$ cat src/rtl/core/lpmm_ram.sv
// lpmm_ram: generic simple dual port ram, one write port, one registered read port
// no dependencies
`default_nettype none

module lpmm_ram #(
    parameter int WIDTH = 8,
    parameter int DEPTH = 16
) (
    input  wire logic                     i_clk,
    input  wire logic                     i_we,
    input  wire logic [$clog2(DEPTH)-1:0] i_waddr,
    input  wire logic [WIDTH-1:0]         i_wdata,
    input  wire logic [$clog2(DEPTH)-1:0] i_raddr,
    output logic      [WIDTH-1:0]         o_rdata
);

    logic [WIDTH-1:0] r_mem [DEPTH];

    always_ff @(posedge i_clk) begin
        if (i_we) begin
            r_mem[i_waddr] <= i_wdata;
        end
        o_rdata <= r_mem[i_raddr];
    end

endmodule

`default_nettype wire

$ cat config.mk
export PLATFORM = sky130hd
export DESIGN_NAME = lpmm_ram
export DESIGN_NICKNAME = d
export VERILOG_FILES = /design/src/rtl/core/lpmm_ram.sv
export SDC_FILE = /design/constraint.sdc
export NUM_CORES = 1
export LEC_CHECK = 0
export ABC_CLOCK_PERIOD_IN_PS = 2420
export BUFFER_PORTS_ARGS = -buffer_cell sky130_fd_sc_hd__buf_4
export CAP_MARGIN = 0
export CORE_MARGIN = 2
export CORE_UTILIZATION = 60
export DETAILED_ROUTE_END_ITERATION = 8
export PLACE_DENSITY = 0.9
export SLEW_MARGIN = 20
export SYNTH_ARGS = -nofsm -noshare
export SYNTH_HDL_FRONTEND = slang
export SYNTH_SLANG_ARGS = --single-unit
$ cat constraint.sdc
create_clock -name i_clk -period 2.42 [get_ports i_clk]
set_input_delay 0.363 -clock i_clk [delete_from_list [all_inputs] [get_ports i_clk]]
set_output_delay 0.363 -clock i_clk [all_outputs]
set_load 0.05 [all_outputs]
==> out/qor.txt, run 1 <==
status -> finished, final reports clean
Hold Fails Final Rpt -> 0
Net Count, Synth -> 247
Post CTS Setup Buffer Count -> 0
CTS tree -> built
clk root buf -> clkbuf_8
Reg-to-Reg End -> o_rdata[2]
Slew Viols, Final -> 0
dominant cell type by area after synthesis -> edfxtp_1
met2 WL post-DR -> 5220 µm
Worst VDD drop -> 0.673 mV
CP max stage cell -> mux4_1
vias in the first global route -> 2668
crit path launch -> i_raddr[0]
initial core utilization -> 62.3%
Synth top area share -> 74.7%
crit-path cells -> buf_4 -> buf_4 -> mux4_1 -> a22oi_1 -> nand2_1
min Tclk post-route -> 1.54 ns
Yosys warnings -> 0
Max stage delay on crit path -> 0.57 ns
Metal-1 WL -> 4280 µm
Global Route Usage Sum -> 24.0%
total gr overflow -> 0
vias after detailed routing -> 2597
RSZ-0062 raised after global routing -> false
Reg2Reg Setup Slack -> 0.98 ns
#FFs+latches synth -> 136
antenna violations before repair -> 0
Final Cycle Share -> 63.5%
row count -> 33
Fin Hold WS -> 0.168 ns
Bufs and invs on worst path -> 2
library cells used by synthesis -> 19
R2R cell count -> 3
hold buffer count at CTS -> 0
Critical R2R Launch -> r_mem[2][2]
synthesized instance count -> 229
DIE AREA -> 0.00934 mm²
crit path DAT -> 1.92 ns
TritonCTS Buffers -> 17
H-tree Lvls -> 4
register area share after synthesis -> 77.8%
DP Worst Slack -> 0.405 ns
Core Footprint -> 0.00826 mm²
Vias per Instance -> 6.53
layout cells sized above 1 -> 29.4%
highest clock rate -> 651 MHz
Initial DRC Count -> 274
Routed WL -> 10700 µm
largest net degree at the start of global routing -> 33
Met3 Routed Length -> 877 µm
final setup margin -> 0.883 ns
IO Port Bufs -> 25
I/O pin count -> 26
CP top delay family -> multiplexers
Crit path required time -> 2.80 ns
clock sink count -> 136
Max Cap Viol -> 0
highest routed layer -> met4
post-route ant nets -> 0
# DRC -> 0
Clock Path Buffers -> 2
Avg Inst Size Synth -> 22.5 µm²
WP depth -> 5
pwr/cell area -> 889 mW/mm²
ANT cells -> 0
post-DP HPWL -> 6120 µm
Setup crit end kind -> flip-flop
DR pass1 iterations -> 5
Layout Nets -> 299
Die X -> 96.6 µm
synth top area cells -> edfxtp_1 (75%), mux4_2 (7.9%), mux4_1 (7.1%)
final clock skew -> 0.00598 ns
total power draw -> 5.40 mW
TNS Setup -> 0 ns
PostCTS Resize Cnt -> 0
Crit path top cell by count -> buf_4
leak pwr -> 2.07 nW
Cell Area, Synth -> 0.00515 mm²
drt wl/cell -> 26.9 µm
crit path max fanout -> 17
Slew headroom -> 46.4%
GP Congestion -> 0.794
fillcell total -> 446
CP endpoint -> o_rdata[2]
clock-pin slew on the worst setup and hold paths -> 0.06 ns
Slew @ Worst Pin -> 0.801 ns
worst hold path type -> input port to flip-flop
critical path class -> input port to flip-flop
worst skew pair latency -> 0.50 ns
Die Ht -> 96.6 µm
CP Launch Type -> input port
Setup Viol. Count Final -> 0
area growth from synthesis to layout -> 18.0%
first-pass GRT wire length -> 15900 µm
[cell families (layout without fill, tap and decap cells)]
group | Yosys count | after routing | synth area share [%]
compound gates | 16 | 16 | 2.33
buf+inv | 10 | 74 | 1.68
flops | 136 | 136 | 77.8
mux | 32 | 32 | 15.0
simple gates | 35 | 35 | 3.18
[metrics by stage]
| stage | utilization, % | std cells | instance area [µm²] |
|---|---|---|---|
| after floorplan | - | 229 | 5150 |
| after global placement | 66.8 | 367 | 5520 |
| after detailed placement | 66.8 | 367 | 5520 |
| after CTS | 73.5 | 398 | 6070 |
| after global routing | 73.5 | 398 | 6070 |
| final | 73.5 | 398 | 6070 |
[power by group]
group	switching [mW]	total, mW	internal, mW
registers	0.0193	2.65	2.63
clock network	0.887	2.44	1.55
logic	0.193	0.311	0.118
total	1.10	5.40	4.30
[cells in the final DEF (no fill, tap or decap)]
| master | n |
|---|---|
| nand2b_1 | 2 |
| and2b_1 | 1 |
| mux4_2 | 18 |
| clkbuf_1 | 4 |
| nor2b_1 | 1 |
| clkinv_1 | 3 |
| clkbuf_8 | 1 |
| nand2_1 | 9 |
| bufinv_16 | 3 |
| nand3_1 | 1 |
| a22oi_1 | 16 |
| mux4_1 | 14 |
| dfxtp_1 | 8 |
| nor2_1 | 13 |
| nor3_1 | 4 |
| and2_1 | 1 |
| edfxtp_1 | 128 |
| nand3b_1 | 2 |
| clkinv_2 | 1 |
| or3b_2 | 1 |
| buf_4 | 43 |
| clkinvlp_4 | 3 |
| clkbuf_16 | 16 |
[how the worst min path moves through the flow]
stage	slack, ns	start	cells past startpoint	end
global placement	0.65	r_mem[15][2]	3	o_rdata[2]
detailed placement	0.66	r_mem[12][2]	3	o_rdata[2]
finish	0.17	i_wdata[6]	1	r_mem[13][6]
global route	0.16	i_wdata[0]	1	r_mem[10][0]
CTS	0.16	i_wdata[6]	1	r_mem[13][6]
floorplan	0.46	i_wdata[0]	0	r_mem[0][0]
[per-layer routing]
layer / vias to the layer above / GRT usage, %
met5: - / 0
met4: 0 / 10.7
met3: 23 / 6.43
met2: 182 / 37.0
met1: 1316 / 32.8
li1: 1076 / -
[cell type report]
type                       instances  area [µm²]  area share (%)
timing repair buffer              43         323            5.32
tap                              105         131            2.16
clock buffer                      21         429            7.07
multi-input combinational         83        1060            17.4
clock inverter                    10         129            2.12
sequential                       136        4000            65.9
[synth_stat cells]
library cell,count
and2_1,1
edfxtp_1,128
nand3_1,1
nor2b_1,1
nor3_1,4
nand2b_1,2
and2b_1,1
a22oi_1,16
buf_6,3
mux4_1,14
nand3b_1,2
buf_2,3
buf_4,1
mux4_2,18
nand2_1,9
dfxtp_1,8
nor2_1,13
clkdlybuf4s25_2,3
or3b_2,1
[registers in the layout, summed over array words and instances (netlist names)]
signal / flops
r_mem: 128
o_rdata: 8
(Power assumes the default switching activity.)
==> run 2, diff against run 1 <==
- ABC_CLOCK_PERIOD_IN_PS: 2420 -> 1600
- clock period: 2.42 -> 1.6 ns (I/O delays scaled with it)
==> out/qor.txt, run 2 (same netlist as run 1, synthesis figures left out) <==
status -> finished, final reports clean
Vias per Instance -> 6.50
Layout Nets -> 311
TritonCTS Buffers -> 17
GP Congestion -> 0.766
RSZ-0062 raised after global routing -> false
biggest regs -> r_mem (128), o_rdata (8)
clock sink count -> 136
# DRC -> 0
most common cell after layout, fill and taps aside -> edfxtp_1
Global Route Usage Sum -> 25.7%
vias after detailed routing -> 2673
Slew @ Worst Pin -> 0.728 ns
Setup Viol. Count Final -> 0
Core Footprint -> 0.00826 mm²
antenna violations before repair -> 0
hold buffer count at CTS -> 0
crit path max fanout -> 1
CP Launch Type -> flip-flop
register area -> 0.00400 mm²
worst skew pair latency -> 0.53 ns
final instance area -> 0.00626 mm²
clk root buf -> clkbuf_8
clock-pin slew on the worst setup and hold paths -> 0.06 ns
crit path DAT -> 1.91 ns
Slew headroom -> 51.3%
drt wl/cell -> 27.5 µm
dpl cell area -> 0.00566 mm²
worst hold path type -> input port to flip-flop
max reg flops -> 128
critical path class -> flip-flop to flip-flop
row count -> 33
Clock Path Buffers -> 2
Slew Viols, Final -> 0
CTS tree -> built
Hold Fails Final Rpt -> 0
ANT cells -> 0
initial core utilization -> 62.3%
first-pass GRT wire length -> 17000 µm
Die Ht -> 96.6 µm
Max Cap Viol -> 0
layout cells sized above 1 -> 33.7%
Setup crit end kind -> flip-flop
Die X -> 96.6 µm
min Tclk post-route -> 1.50 ns
Top reg by flops -> r_mem
pwr/cell area -> 1360 mW/mm²
area growth from synthesis to layout -> 21.6%
highest clock rate -> 666 MHz
total gr overflow -> 0
post-DP HPWL -> 6520 µm
post-route ant nets -> 0
I/O pin count -> 26
DIE AREA -> 0.00934 mm²
Post CTS Setup Buffer Count -> 0
final clock skew -> 0.00616 ns
total power draw -> 8.48 mW
leak pwr -> 2.18 nW
largest net degree at the start of global routing -> 18
DR pass1 iterations -> 5
H-tree Lvls -> 4
area of the multi-input gates -> 0.00106 mm²
Final Cycle Share -> 93.9%
Reg2Reg Setup Slack -> 0.1 ns
vias in the first global route -> 2706
Initial DRC Count -> 220
PostCTS Resize Cnt -> 0
Worst VDD drop -> 1.00 mV
most frequent cells in the layout -> edfxtp_1 (128), buf_4 (51), mux4_2 (18)
fillcell total -> 422
TNS Setup -> 0 ns
Crit path required time -> 2.01 ns
IO Port Bufs -> 25
Routed WL -> 11300 µm
-- run 2: cell count changes in the layout (fill, tap and decap cells not counted) --
| cell | before | now |
|---|---|---|
| clkinv_2 | 1 | 2 |
| buf_4 | 43 | 51 |
| buf_12 | 0 | 4 |
| nor3_1 | 4 | 3 |
| bufinv_16 | 3 | 4 |
| clkinv_4 | 0 | 2 |
| nor3_2 | 0 | 1 |
| clkbuf_1 | 4 | 1 |
-- run 2: path summary, 6_finish.rpt --
path | from | endpoint | cells after the start
setup / recovery | r_mem[3][5] | o_rdata[5] | 3
hold / removal | i_wdata[3] | r_mem[0][3] | 1
setup reg to reg | r_mem[3][5] | o_rdata[5] | 3
hold reg to reg | r_mem[11][5] | o_rdata[5] | 3
-- run 2: final cells by class --
class,count,share of cell area (%)
Sequential cell,136,64.0
Multi-Input combinational cell,83,17.0
Tap cell,105,2.10
Clock inverter,14,2.90
Timing Repair Buffer,55,7.40
Clock buffer,18,6.68
-- run 2: metrics by stage --
step	cells	utilization, %	hold slack (ns)	setup slack [ns]
2_1_floorplan	229	-	0.339	0.0939
3_3_place_gp	379	68.5	0.536	-0.0399
3_5_place_dp	379	68.5	0.558	-0.0690
4_1_cts	411	75.8	0.00695	0.126
5_1_grt	411	75.8	0.0160	0.106
6_report	411	75.8	0.0193	0.0977
-- run 2: metal layers --
| metal | vias up | GRT usage, % | wire length [µm] |
|---|---|---|---|
| met1 | 1381 | 35.3 | 4550 |
| met3 | 25 | 8.38 | 976 |
| li1 | 1098 | - | - |
| met5 | - | 0 | 0 |
| met4 | 0 | 9.86 | 244 |
| met2 | 169 | 39.0 | 5540 |
-- run 2: critical path, cell delays in order, from the launching register on --
cell and delay (ns):
edfxtp_1 0.41, mux4_1 0.55, a22oi_1 0.34, nand2_1 0.08
-- run 2: power breakdown --
group / total (mW) / leakage (nW) / switching, mW / internal [mW]
logic: 0.506 / 0.669 / 0.305 / 0.202
registers: 4.01 / 1.22 / 0.0298 / 3.98
clock network: 3.96 / 0.283 / 1.45 / 2.51
