<file path="src/rtl/core/lpmm_pkg.sv">
// lpmm_pkg: shared types and constants for the linear probing min map
// no dependencies
`default_nettype none

package lpmm_pkg;

    // number of slots, must be a power of two
    localparam int TABLE_DEPTH = 4096;
    localparam int IDX_W       = $clog2(TABLE_DEPTH);
    localparam int KEY_W       = 64;
    localparam int VAL_W       = 7;

    localparam logic       OP_MIN     = 1'b0;
    localparam logic       OP_FIND    = 1'b1;

    localparam logic [1:0] ST_PRESENT = 2'd0;
    localparam logic [1:0] ST_ABSENT  = 2'd1;
    localparam logic [1:0] ST_FULL    = 2'd2;

    typedef logic [IDX_W-1:0] t_idx;

    typedef struct packed {
        logic             op;
        logic [KEY_W-1:0] lookup_key;
        logic [VAL_W-1:0] new_value;
    } t_req;

    typedef struct packed {
        logic [1:0]       status;
        logic [VAL_W-1:0] stored_value;
    } t_rsp;

    typedef struct packed {
        logic             valid;
        logic [VAL_W-1:0] value;
        logic [KEY_W-1:0] key;
    } t_slot;

    typedef struct packed {
        logic  we;
        t_idx  waddr;
        t_slot wdata;
        t_idx  raddr;
    } t_ram_req;

endpackage

`default_nettype wire

</file>
<file path="src/rtl/core/lpmm_ctrl.sv">
// lpmm_ctrl: probe sequencer, clear pass, key compare and result register
// depends on lpmm_pkg
`default_nettype none

module lpmm_ctrl
    import lpmm_pkg::*;
(
    input  wire logic     i_clk,
    input  wire logic     i_rst_n,
    input  wire logic     start,
    output logic          busy,
    input  wire t_req     i_req,
    output logic          o_done,
    output t_rsp          o_rsp,
    output t_ram_req      o_ram,
    input  wire t_slot    i_rdata
);

    typedef enum logic [2:0] {
        S_CLEAR = 3'b001,
        S_IDLE  = 3'b010,
        S_CHECK = 3'b100
    } t_state;

    t_state r_state, n_state;
    t_idx   r_pos, n_pos;
    t_idx   r_cnt, n_cnt;
    t_req   r_req, n_req;
    logic   r_done, n_done;
    t_rsp   r_rsp, n_rsp;
    t_idx   nxt_pos;

    assign nxt_pos = r_pos + t_idx'(1);

    always_comb begin
        n_state     = r_state;
        n_pos       = r_pos;
        n_cnt       = r_cnt;
        n_req       = r_req;
        n_done      = 1'b0;
        n_rsp       = r_rsp;
        o_ram.we    = 1'b0;
        o_ram.waddr = r_pos;
        o_ram.wdata = '{valid: 1'b1, value: r_req.new_value, key: r_req.lookup_key};
        o_ram.raddr = r_pos;
        case (r_state)
            S_CLEAR: begin
                o_ram.we          = 1'b1;
                o_ram.wdata.valid = 1'b0;
                n_pos             = nxt_pos;
                if (r_pos == '1) begin
                    n_state = S_IDLE;
                end
            end
            S_IDLE: begin
                o_ram.raddr = i_req.lookup_key[IDX_W-1:0];
                if (start) begin
                    n_req   = i_req;
                    n_pos   = i_req.lookup_key[IDX_W-1:0];
                    n_cnt   = '0;
                    n_state = S_CHECK;
                end
            end
            S_CHECK: begin
                o_ram.raddr = nxt_pos;
                if (!i_rdata.valid) begin
                    n_done       = 1'b1;
                    n_state      = S_IDLE;
                    n_rsp.status = ST_ABSENT;
                    if (r_req.op == OP_MIN) begin
                        o_ram.we           = 1'b1;
                        n_rsp.stored_value = r_req.new_value;
                    end else begin
                        n_rsp.stored_value = '0;
                    end
                end else if (i_rdata.key == r_req.lookup_key) begin
                    n_done             = 1'b1;
                    n_state            = S_IDLE;
                    n_rsp.status       = ST_PRESENT;
                    n_rsp.stored_value = i_rdata.value;
                    if (r_req.op == OP_MIN && r_req.new_value < i_rdata.value) begin
                        o_ram.we           = 1'b1;
                        n_rsp.stored_value = r_req.new_value;
                    end
                end else if (r_cnt == '1) begin
                    n_done             = 1'b1;
                    n_state            = S_IDLE;
                    n_rsp.status       = ST_FULL;
                    n_rsp.stored_value = '0;
                end else begin
                    n_pos = nxt_pos;
                    n_cnt = r_cnt + t_idx'(1);
                end
            end
            default: begin
                n_state = S_IDLE;
            end
        endcase
    end

    always_ff @(posedge i_clk) begin
        if (!i_rst_n) begin
            r_state <= S_CLEAR;
            r_pos   <= '0;
            r_done  <= 1'b0;
        end else begin
            r_state <= n_state;
            r_pos   <= n_pos;
            r_done  <= n_done;
        end
        r_cnt <= n_cnt;
        r_req <= n_req;
        r_rsp <= n_rsp;
    end

    assign busy   = (r_state != S_IDLE);
    assign o_done = r_done;
    assign o_rsp  = r_rsp;

    a_done_after_check: assert property (@(posedge i_clk) disable iff (!i_rst_n)
        o_done |-> $past(r_state == S_CHECK))
        else $error("result without a probe");

    a_write_state: assert property (@(posedge i_clk) disable iff (!i_rst_n)
        o_ram.we |-> (r_state == S_CLEAR || r_state == S_CHECK))
        else $error("ram write outside clear or probe");

    a_accept_probe: assert property (@(posedge i_clk) disable iff (!i_rst_n)
        (start && !busy) |=> (r_state == S_CHECK && !o_done))
        else $error("accepted request did not start probing");

    a_full_zero: assert property (@(posedge i_clk) disable iff (!i_rst_n)
        (o_done && o_rsp.status == ST_FULL) |-> (o_rsp.stored_value == '0))
        else $error("full result carries a value");

    a_full_no_write: assert property (@(posedge i_clk) disable iff (!i_rst_n)
        (r_state == S_CHECK && i_rdata.valid && r_cnt == '1
         && i_rdata.key != r_req.lookup_key) |-> !o_ram.we)
        else $error("write on full table");

endmodule

`default_nettype wire

</file>
<file path="config.mk">
export PLATFORM = sky130hd
export DESIGN_NAME = lpmm_ctrl
export DESIGN_NICKNAME = d
export VERILOG_FILES = /design/src/rtl/core/lpmm_pkg.sv /design/src/rtl/core/lpmm_ctrl.sv
export SDC_FILE = /design/constraint.sdc
export NUM_CORES = 1
export LEC_CHECK = 0
export BUFFER_PORTS_ARGS = -buffer_cell sky130_fd_sc_hd__buf_2
export CAP_MARGIN = 40
export CORE_MARGIN = 5
export CORE_UTILIZATION = 35
export CTS_CLUSTER_SIZE = 30
export DETAILED_ROUTE_END_ITERATION = 8
export GPL_TIMING_DRIVEN = 1
export RECOVER_POWER = 25
export SETUP_SLACK_MARGIN = 0.05
export SYNTH_ARGS = -nofsm -noshare
export SYNTH_HDL_FRONTEND = slang
export SYNTH_SLANG_ARGS = --single-unit
</file>
<file path="constraint.sdc">
create_clock -name i_clk -period 4.3 [get_ports i_clk]
set_clock_uncertainty 0.15 [all_clocks]
set_input_delay 0.215 -clock i_clk [delete_from_list [all_inputs] [get_ports i_clk]]
set_output_delay 0.215 -clock i_clk [all_outputs]
set_load 0.01 [all_outputs]
</file>
==> results of run 1 <==
==> synthesized netlist by cell type, types with 2 or more instances <==
master	n	area, µm²
o21ai_1	3	15.0
nand4_1	18	113
o211ai_1	6	45.0
xnor2_1	67	587
mux2i_1	3	30.0
nor3_1	13	65.1
a21oi_1	16	80.1
clkbuf_1	11	41.3
inv_1	12	45.0
ha_1	8	100
buf_1	2	7.51
o21ai_0	19	95.1
nand3_1	17	85.1
a31oi_1	2	12.5
xor2_1	7	61.3
a22o_1	5	43.8
buf_4	71	533
dfxtp_1	16	320
o311ai_0	2	17.5
and2_1	3	18.8
o22ai_2	2	25.0
nor2_1	31	116
o31ai_1	5	37.5
nand2_1	30	113
nor4_2	4	50.1
o32ai_1	2	17.5
edfxtp_1	93	2790
a221o_1	8	80.1
and3_1	10	62.6
==> metrics by stage <==
step	hold WS, ns	total power, mW	utilization, %	area, µm²
2_1_floorplan	0.164	1.22	-	5750
3_3_place_gp	0.241	1.32	42.1	6740
3_5_place_dp	0.243	1.32	42.1	6740
4_1_cts	0.0130	2.28	48.7	7780
5_1_grt	0.0251	2.34	48.5	7760
6_report	0.0329	2.25	48.5	7760
==> cell type report <==
type | instances | area, µm² | share of cell area [%]
sequential | 109 | 3110 | 40.1
timing repair buffer | 331 | 2000 | 25.8
multi-input combinational | 295 | 2000 | 25.8
tap | 216 | 270 | 3.48
clock buffer | 10 | 239 | 3.08
clock inverter | 6 | 86.3 | 1.11
inverter | 12 | 46.3 | 0.597
antenna | 1 | 2.50 | 0.0322
==> power by group through the flow <==
stage	combinational [mW]	sequential [mW]	clock, mW
floorplan	0.0525	1.17	0
global route	0.218	1.15	0.970
global placement	0.146	1.17	0
CTS	0.203	1.15	0.930
detailed placement	0.149	1.17	0
finish	0.200	1.15	0.905
==> logic make-up (layout without fill, tap and decap cells) <==
| logic type | count (synthesis) | count (layout) |
|---|---|---|
| multiplexers | 3 | 3 |
| AND/OR/NAND/NOR | 134 | 134 |
| other | 0 | 1 |
| XOR/XNOR | 74 | 74 |
| adder cells (fa/ha/maj) | 8 | 8 |
| buffers and inverters | 98 | 359 |
| flip-flops | 109 | 109 |
| AO/OA/AOI/OAI | 76 | 76 |
==> how the worst min path moves through the flow <==
stage                 from   endpoint  slack [ns]  depth (start not counted)
2_1_floorplan     i_req[7]  o_ram[12]        0.16                          0
3_3_place_gp      i_req[4]  o_ram[80]        0.24                          1
3_5_place_dp      i_req[5]  o_ram[81]        0.24                          1
4_1_cts        i_rdata[64]   o_rsp[0]        0.01                          2
5_1_grt        i_rdata[64]   o_rsp[0]        0.03                          2
6_report       i_rdata[64]   o_rsp[0]        0.03                          2
==> registers in the layout (all words and copies together) (netlist names) <==
signal,flops
r_req,1
o_rsp,9
r_cnt,12
r_pos,12
o_ram,71
o_done,1
r_state,3
==> critical path: stages, from the launching register on <==
cell and delay (ns):
edfxtp_1 0.42, xnor2_1 0.24, nand4_1 0.18, nor4_2 0.42
nand4_2 0.32, o21a_1 0.31, o31ai_1 0.25, buf_2 0.18
==> per-layer routing <==
metal | vias to the layer above | track usage [%] | share of wire [%]
met5 | - | 0 | 0
met4 | 0 | 6.34 | 2.5
met3 | 28 | 4.10 | 6.1
met2 | 178 | 30.5 | 50
met1 | 2196 | 21.8 | 41
li1 | 2260 | - | -
==> out/results.tsv, run 1 <==
metric	value	unit
vias per cell	4.76	
number of port buffers	254	
WL/cell	17.8	µm
global-route wire length before repair	27.0	mm
internal power	1.79	mW
Max Fclk	330	MHz
clk slew on worst S/H paths	0.07	ns
Setup TNS Final	0	ns
post-CTS resize count	0	
WP data required	3.93	ns
DRT iter0 DRCs	319	
largest net degree at the start of global routing	39	
# DRC	0	
nets@finish	913	
placed cells	891	
fin crit share	70.5	%
DR vias	4662	
fin crit period	3.03	ns
Sw Share	20.5	%
Overflow after GRT	0	
# clock sinks	109	
static leakage	3.06	nW
starting density of the core	35.9	%
Post-DP HPWL	13.5	mm
total track usage	17.7	%
area grow syn2layout	34.9	%
maximum vdd drop	0.181	mV
Hold/Removal Path Class	in2reg	
Die ar.	19100	µm²
Final Hold Fails	0	
simple logic cell fraction of the synthesized area	12.0	%
ratio of cells with drive above 1 in the final layout	34.9	%
Yosys cell types	45	
Synth Area in Adders	1.74	%
Sequential Power Share	50.9	%
die height	138	µm
commonest non-fill, non-tap cell in the layout	buf_2	
Post-synth ARST share	0	%
CP Max Fanout	7	
compound-gate portion of the synthesized area	9.18	%
Final Slew Violations	0	
dpl ws	1.24	ns
clk root buf	clkbuf_16	
Max H-tree Level	3	
vias in the first global route	4832	
main combinational cell family by area after synthesis	simple AND/OR/NAND/NOR gates	
I/O Pins	255	
switching pwr	0.463	mW
worst r2r src	o_ram[21]	
timing endpoint of the critical path	o_ram[96]	
maxcap violations	0	
CTS tree	yes	
Setup Buffers After CTS	0	
CP startpoint kind	flip-flop	
Max clock buf depth	2	
Core Box Area	16000	µm²
setup ws final	1.27	ns
Post-Synth XOR/XNOR Area	11.3	%
FF-to-FF setup slack	1.33	ns
Crit. Startpoint	o_ram[21]	
power density cells	290	nW/µm²
most frequent cells in the layout	buf_2, edfxtp_1, dlygate4sd3_1	
Final Setup Violations	0	
Finished Layout Cells	980	
Synth Warn #	0	
Least-Margin Pin Slew	0.769	ns
post-synthesis mux area share	0.522	%
post-synth design cell area	5750	µm²
remaining antenna violation count	0	
register bit total from synthesis	109	
Total Wirelength	17.4	mm
Gate power share	8.9	%
WS Path Type	reg2out	
RSZ-0062 raised after global routing	false	
Synth Instances	502	
WP data arrival	2.67	ns
r2r worst-path depth	6	
clock share of power	40.2	%
Top FF cell, synth	edfxtp_1	
CTS Buf Count	9	
Setup crit end kind	primary output	
GPL Wtd Cong	0.945	
Post-synth EDFFs	93	
DR pass1 iterations	6	
Syn Area/Cell	11.5	µm²
Worst-Skew Late Latency	0.35	ns
initial antenna violation count	1	
Seq/Total Area, Yosys	54.1	%
Die Wd	138	µm
status	finished clean	
worst flop-to-flop path endpoint	o_rsp[7]	
hold buffers post-CTS	72	
Filler Cell Count	1532	
max_slew headroom	48.8	%
syn nets	657	
number of cell rows	46	
(Power assumes the default switching activity.)
==> run 2: changes to the inputs <==
--- a/config.mk
+++ b/config.mk
@@ -5,6 +5,7 @@
 export SDC_FILE = /design/constraint.sdc
 export NUM_CORES = 1
 export LEC_CHECK = 0
+export ABC_AREA = 1
 export BUFFER_PORTS_ARGS = -buffer_cell sky130_fd_sc_hd__buf_2
 export CAP_MARGIN = 40
 export CORE_MARGIN = 5
==> constraint.sdc (replaced) <==
create_clock -name i_clk -period 3.05 [get_ports i_clk]
set_clock_uncertainty 0.15 [all_clocks]
set_input_delay 0.1525 -clock i_clk [delete_from_list [all_inputs] [get_ports i_clk]]
set_output_delay 0.1525 -clock i_clk [all_outputs]
set_load 0.01 [all_outputs]
==> run 2 against run 1 <==
Against the previous run:
- cell count rose by 27%
- setup slack got worse by 0.71 ns
- highest routed layer unchanged
- critical path depth rose by 4
==> out/results.tsv, run 2 <==
metric	value	unit	change
status	finished clean		
Least-Margin Pin Slew	0.632	ns	-0.136 ns
fin crit share	81.6	%	
Final Slew Violations	0		unchanged
Overflow after GRT	0		unchanged
fin crit period	2.49	ns	
Yosys cell types	32		-29%
Die ar.	20700	µm²	+8.3%
CP Max Fanout	3		-4
I/O Pins	255		unchanged
# clock sinks	109		unchanged
Synth Instances	754		+50%
Setup Buffers After CTS	0		unchanged
Top FF cell, synth	edfxtp_1		
post-CTS resize count	0		unchanged
initial antenna violation count	0		-1
worst flop-to-flop path endpoint	r_cnt[3]		
max_slew headroom	57.7	%	+8.9 points
hold buffers post-CTS	73		+1.4%
nets@finish	1170		+28%
Setup TNS Final	0	ns	unchanged
ratio of cells with drive above 1 in the final layout	25.9	%	-9.0 points
WP data arrival	2.19	ns	-0.48 ns
syn nets	909		+38%
Setup crit end kind	primary output		
worst r2r src	o_ram[61]		
maximum vdd drop	0.269	mV	+48%
Final Hold Fails	0		unchanged
Max H-tree Level	3		unchanged
Synth Warn #	0		unchanged
post-synth design cell area	6270	µm²	+9.0%
max reg flops	71		unchanged
die height	144	µm	+4.1%
Max clock buf depth	2		unchanged
Hold Path Cell Cnt	2		unchanged
register bit total from synthesis	109		unchanged
Synth top area share	44.6	%	-4.0 points
Util after Layout	46.6	%	-1.9 points
area of the multi-input gates	2120	µm²	+5.8%
Endpoint, Worst Hold	o_rsp[7]		
Post-synth ARST share	0	%	unchanged
Die Wd	144	µm	+4.1%
number of cell rows	49		+6.5%
maxcap violations	0		unchanged
Filler Cell Count	1728		+13%
Syn Area/Cell	8.31	µm²	-27%
Post-synth EDFFs	93		unchanged
area grow syn2layout	32.1	%	
Post-DP HPWL	13.2	mm	-2.2%
Hold Path Origin	i_rdata[71]		
global-route wire length before repair	25.8	mm	-4.6%
clk root buf	clkbuf_16		
design area	8280	µm²	+6.7%
WS Path Type	reg2out		
WL/cell	14.0	µm	-21%
most frequent cells in the layout	buf_2, nand2_1, inv_1		
commonest non-fill, non-tap cell in the layout	buf_2		
CTS tree	yes		
placed cell area	7280	µm²	+8.1%
number of port buffers	254		unchanged
vias per cell	4.35		-8.6%
largest net degree at the start of global routing	74		+90%
power density cells	423	nW/µm²	+46%
RSZ-0062 raised after global routing	false		
Seq/Total Area, Yosys	49.7	%	-4.5 points
Final Setup Violations	0		unchanged
most instantiated cells after synthesis	nand2_1, inv_1, nor2_1		
Total Wirelength	17.5	mm	+0.48%
largest cells by area after synthesis	edfxtp_1, nand2_1, buf_4		
# DRC	0		unchanged
Max Fclk	402	MHz	
clk slew on worst S/H paths	0.07	ns	about the same
CTS Buf Count	9		unchanged
DR vias	5431		+16%
static leakage	4.04	nW	+32%
CP startpoint kind	flip-flop		
Yosys top cell by area	edfxtp_1		
vias in the first global route	5187		+7.3%
count leader, synth	nand2_1		
Core Box Area	17800	µm²	+11%
remaining antenna violation count	0		unchanged
DR pass1 iterations	5		-1
FF-to-FF setup slack	0.75	ns	-0.58 ns
r2r worst-path depth	10		+4
total track usage	15.9	%	-1.9 points
Ant. Diodes	0		-1
DRT iter0 DRCs	297		-6.9%
Hold/Removal Path Class	in2reg		
GPL Wtd Cong	0.826		-13%
register area	3110	µm²	unchanged
starting density of the core	35.2	%	-0.69 points
Worst-Skew Late Latency	0.35	ns	about the same
WP data required	2.75	ns	-1.18 ns
## run 2: worst max-delay path by stage
stage / from / cells past startpoint / to / slack [ns]
6_report: o_ram[61] / 11 / o_ram[96] / 0.56
2_1_floorplan: r_state[2] / 5 / r_cnt[0] / 0.20
4_1_cts: o_ram[61] / 11 / o_ram[96] / 0.46
3_5_place_dp: o_ram[61] / 10 / r_cnt[5] / 0.69
3_3_place_gp: o_ram[61] / 10 / r_cnt[3] / 0.76
5_1_grt: o_ram[49] / 11 / o_ram[96] / 0.34
## run 2: layout make-up
class                   count  share of cell area (%)
inverters                 121                    5.49
well taps                 229                    3.46
clock buffers              11                    2.81
clock inverters             5                   0.620
multi-input cells         443                    25.6
repair buffers            331                    24.4
flip-flops and latches    109                    37.6
## run 2: metrics by stage
stage	std cells	power (mW)	hold WS, ns	setup slack, ns
6_report	1249	3.50	0.0771	0.562
5_1_grt	1249	3.68	0.0844	0.337
4_1_cts	1249	3.55	0.0431	0.464
3_5_place_dp	1160	2.29	0.181	0.694
3_3_place_gp	1160	2.29	0.179	0.760
2_1_floorplan	754	2.06	0.101	0.203
## run 2: layer usage
layer	track usage (%)	up-vias	part of all wire, %
met2	28.8	176	50
met5	0	-	0
met4	5.65	0	2.1
li1	-	2814	-
met1	18.6	2416	41
met3	3.16	25	6.7
## run 2: logic make-up after synthesis
group | Yosys count | share of synthesized area [%]
compound gates | 50 | 5.21
xor+xnor | 29 | 4.05
buf+inv | 202 | 16.7
simple gates | 356 | 22.8
flops | 109 | 49.7
fa+ha+maj | 8 | 1.60
## run 2: worst max-delay path, cell delays in order, from the launching register on
cell      delay [ns]
edfxtp_1        0.41
nand2_1         0.09
nand2_1         0.05
nor2_1          0.17
nand2_1         0.08
nor2_1          0.08
nand2_1         0.08
nor2_2          0.21
nand2_1         0.13
or2_1           0.26
a21oi_1         0.13
buf_2           0.15
## run 2: report_power, final
group          leakage, nW  internal [mW]  total, mW  switching (mW)
clock network        0.137          0.633       1.16           0.529
logic                 2.93          0.303      0.632           0.329
registers            0.974           1.65       1.70          0.0484
==> run 3: changes to the inputs <==
==> constraint.sdc (replaced) <==
create_clock -name i_clk -period 2.5 [get_ports i_clk]
set_clock_uncertainty 0.15 [all_clocks]
set_input_delay 0.125 -clock i_clk [delete_from_list [all_inputs] [get_ports i_clk]]
set_output_delay 0.125 -clock i_clk [all_outputs]
set_load 0.01 [all_outputs]
==> run 3 against run 2 <==
Against the previous run:
- cell count rose by 1.0%
- die area did not move
- sequential share of layout area fell by 0.71 points
- hold slack got worse by 0.036 ns
- setup slack got worse by 0.45 ns
- global-route usage rose by 0.12 points
- critical endpoint unchanged
- largest cell class unchanged
==> out/results.tsv, run 3 (synthesis results as in run 2) <==
metric	value	unit	change
CP startpoint kind	flip-flop		
Die Wd	144	µm	unchanged
max_slew headroom	65.9	%	+8.2 points
die height	144	µm	unchanged
initial antenna violation count	0		unchanged
Core Box Area	17800	µm²	unchanged
starting density of the core	35.2	%	unchanged
largest net degree at the start of global routing	51		-31%
commonest non-fill, non-tap cell in the layout	buf_2		
ratio of cells with drive above 1 in the final layout	27.5	%	+1.6 points
Overflow after GRT	0		unchanged
status	finished clean		
# DRC	0		unchanged
Die ar.	20700	µm²	unchanged
design area	8440	µm²	+1.9%
GPL Wtd Cong	0.834		+0.98%
static leakage	4.12	nW	+2.1%
CTS Buf Count	9		unchanged
# clock sinks	109		unchanged
total track usage	16.0	%	+0.12 points
Sequential Power Share	47.6	%	-1.1 points
area grow syn2layout	34.6	%	
Least-Margin Pin Slew	0.510	ns	-0.123 ns
I/O Pins	255		unchanged
Sw Share	26.7	%	+0.74 points
fin crit share	95.5	%	
Hold/Removal Path Class	in2reg		
Gate power share	18.2	%	about the same
WP data required	2.23	ns	-0.52 ns
CP Max Fanout	4		+1
Ant. Diodes	0		unchanged
placed cells	1164		+0.34%
Post-DP HPWL	13.4	mm	+1.2%
remaining antenna violation count	0		unchanged
WS Path Type	reg2out		
Final Setup Violations	0		unchanged
Total Wirelength	17.1	mm	-2.3%
internal power	3.19	mW	+23%
number of port buffers	254		unchanged
maximum vdd drop	0.308	mV	+15%
Util after Layout	47.4	%	+0.89 points
Max H-tree Level	3		unchanged
CTS tree	yes		
Final Hold Fails	0		unchanged
most frequent cells in the layout	buf_2, nand2_1, inv_1		
placed cell area	7320	µm²	+0.45%
RSZ-0062 raised after global routing	true		
switching pwr	1.16	mW	+28%
clk slew on worst S/H paths	0.08	ns	about the same
WP data arrival	2.11	ns	-0.08 ns
maxcap violations	0		unchanged
Setup crit end kind	primary output		
fin crit period	2.39	ns	
Final Slew Violations	0		unchanged
number of cell rows	49		unchanged
vias per cell	4.38		+0.74%
vias in the first global route	5172		-0.29%
global-route wire length before repair	25.8	mm	about the same
WL/cell	13.5	µm	-3.3%
nets@finish	1183		+1.1%
DRT iter0 DRCs	206		-31%
clk root buf	clkbuf_16		
DR pass1 iterations	4		-1
Hold WS	0.0409	ns	-0.0362 ns
Max Fclk	419	MHz	
clock share of power	34.2	%	+1.0 points
Finished Layout Cells	1262		+1.0%
power density cells	516	nW/µm²	+22%
max reg flops	71		unchanged
Worst-Skew Late Latency	0.35	ns	about the same
DR vias	5528		+1.8%
Max clock buf depth	2		unchanged
run 3: changes by cell type in the layout (fill, tap and decap cells not counted), sizes merged:
cell         delta
buf             +9
clkbuf          +1
clkinv          -1
dlygate4sd3     +1
inv             +3
run 3: path summary, 6_finish.rpt:
kind         slack (ns)        start  cells after the start         to
max reg2reg        0.33    o_ram[52]                      9   r_cnt[3]
max                0.11    o_ram[82]                      8  o_ram[96]
min reg2reg        0.43     r_pos[1]                      4   r_pos[1]
min                0.04  i_rdata[70]                      5   o_rsp[6]
run 3: what timing repair did:
| action | CTS | global route |
|---|---|---|
| setup buffers | 6 | 2 |
| endpoints found under the hold margin | 78 | 0 |
| pin swaps | 7 | 4 |
| hold buffers | 74 | 0 |
| setup endpoints to repair | 1 | 3 |
| gates resized for setup | 7 | 3 |
run 3: worst max-delay path: stages, from the launching register on:
cell	delay [ns]
edfxtp_1	0.44
ha_1	0.34
nand2_1	0.11
inv_1	0.05
nand4_1	0.09
o2111ai_2	0.15
or2_1	0.28
a21oi_2	0.15
buf_2	0.16
run 3: metrics by stage:
step | setup WS (ns) | TNS, ns | total power [mW]
2_1_floorplan | -0.284 | -3.40 | 2.52
3_3_place_gp | 0.325 | 0 | 2.80
3_5_place_dp | 0.262 | 0 | 2.81
4_1_cts | 0.0669 | 0 | 4.43
5_1_grt | -0.0235 | -0.0235 | 4.60
6_report | 0.113 | 0 | 4.36
run 3: power groups by stage:
stage	sequential [mW]	combinational [mW]	clock (mW)
after global routing	2.08	0.899	1.62
after CTS	2.07	0.802	1.55
after floorplan	2.13	0.387	0
after detailed placement	2.11	0.701	0
final	2.07	0.795	1.49
after global placement	2.11	0.690	0
run 3: layer usage:
| metal | part of all wire [%] | up-vias | wire length [µm] | global-route usage, % |
|---|---|---|---|---|
| met2 | 51 | 167 | 8720 | 29.2 |
| li1 | - | 2847 | - | - |
| met1 | 40 | 2495 | 6830 | 18.3 |
| met3 | 7.1 | 19 | 1220 | 3.63 |
| met4 | 1.8 | 0 | 303 | 5.55 |
| met5 | 0 | - | 0 | 0 |
run 3: cell type report:
cell class | instances | area (µm²)
Clock buffer | 9 | 225
Clock inverter | 7 | 80.1
Fill cell | 1778 | 9340
Inverter | 121 | 454
Multi-Input combinational cell | 443 | 2160
Sequential cell | 109 | 3110
Tap cell | 229 | 287
Timing Repair Buffer | 344 | 2120
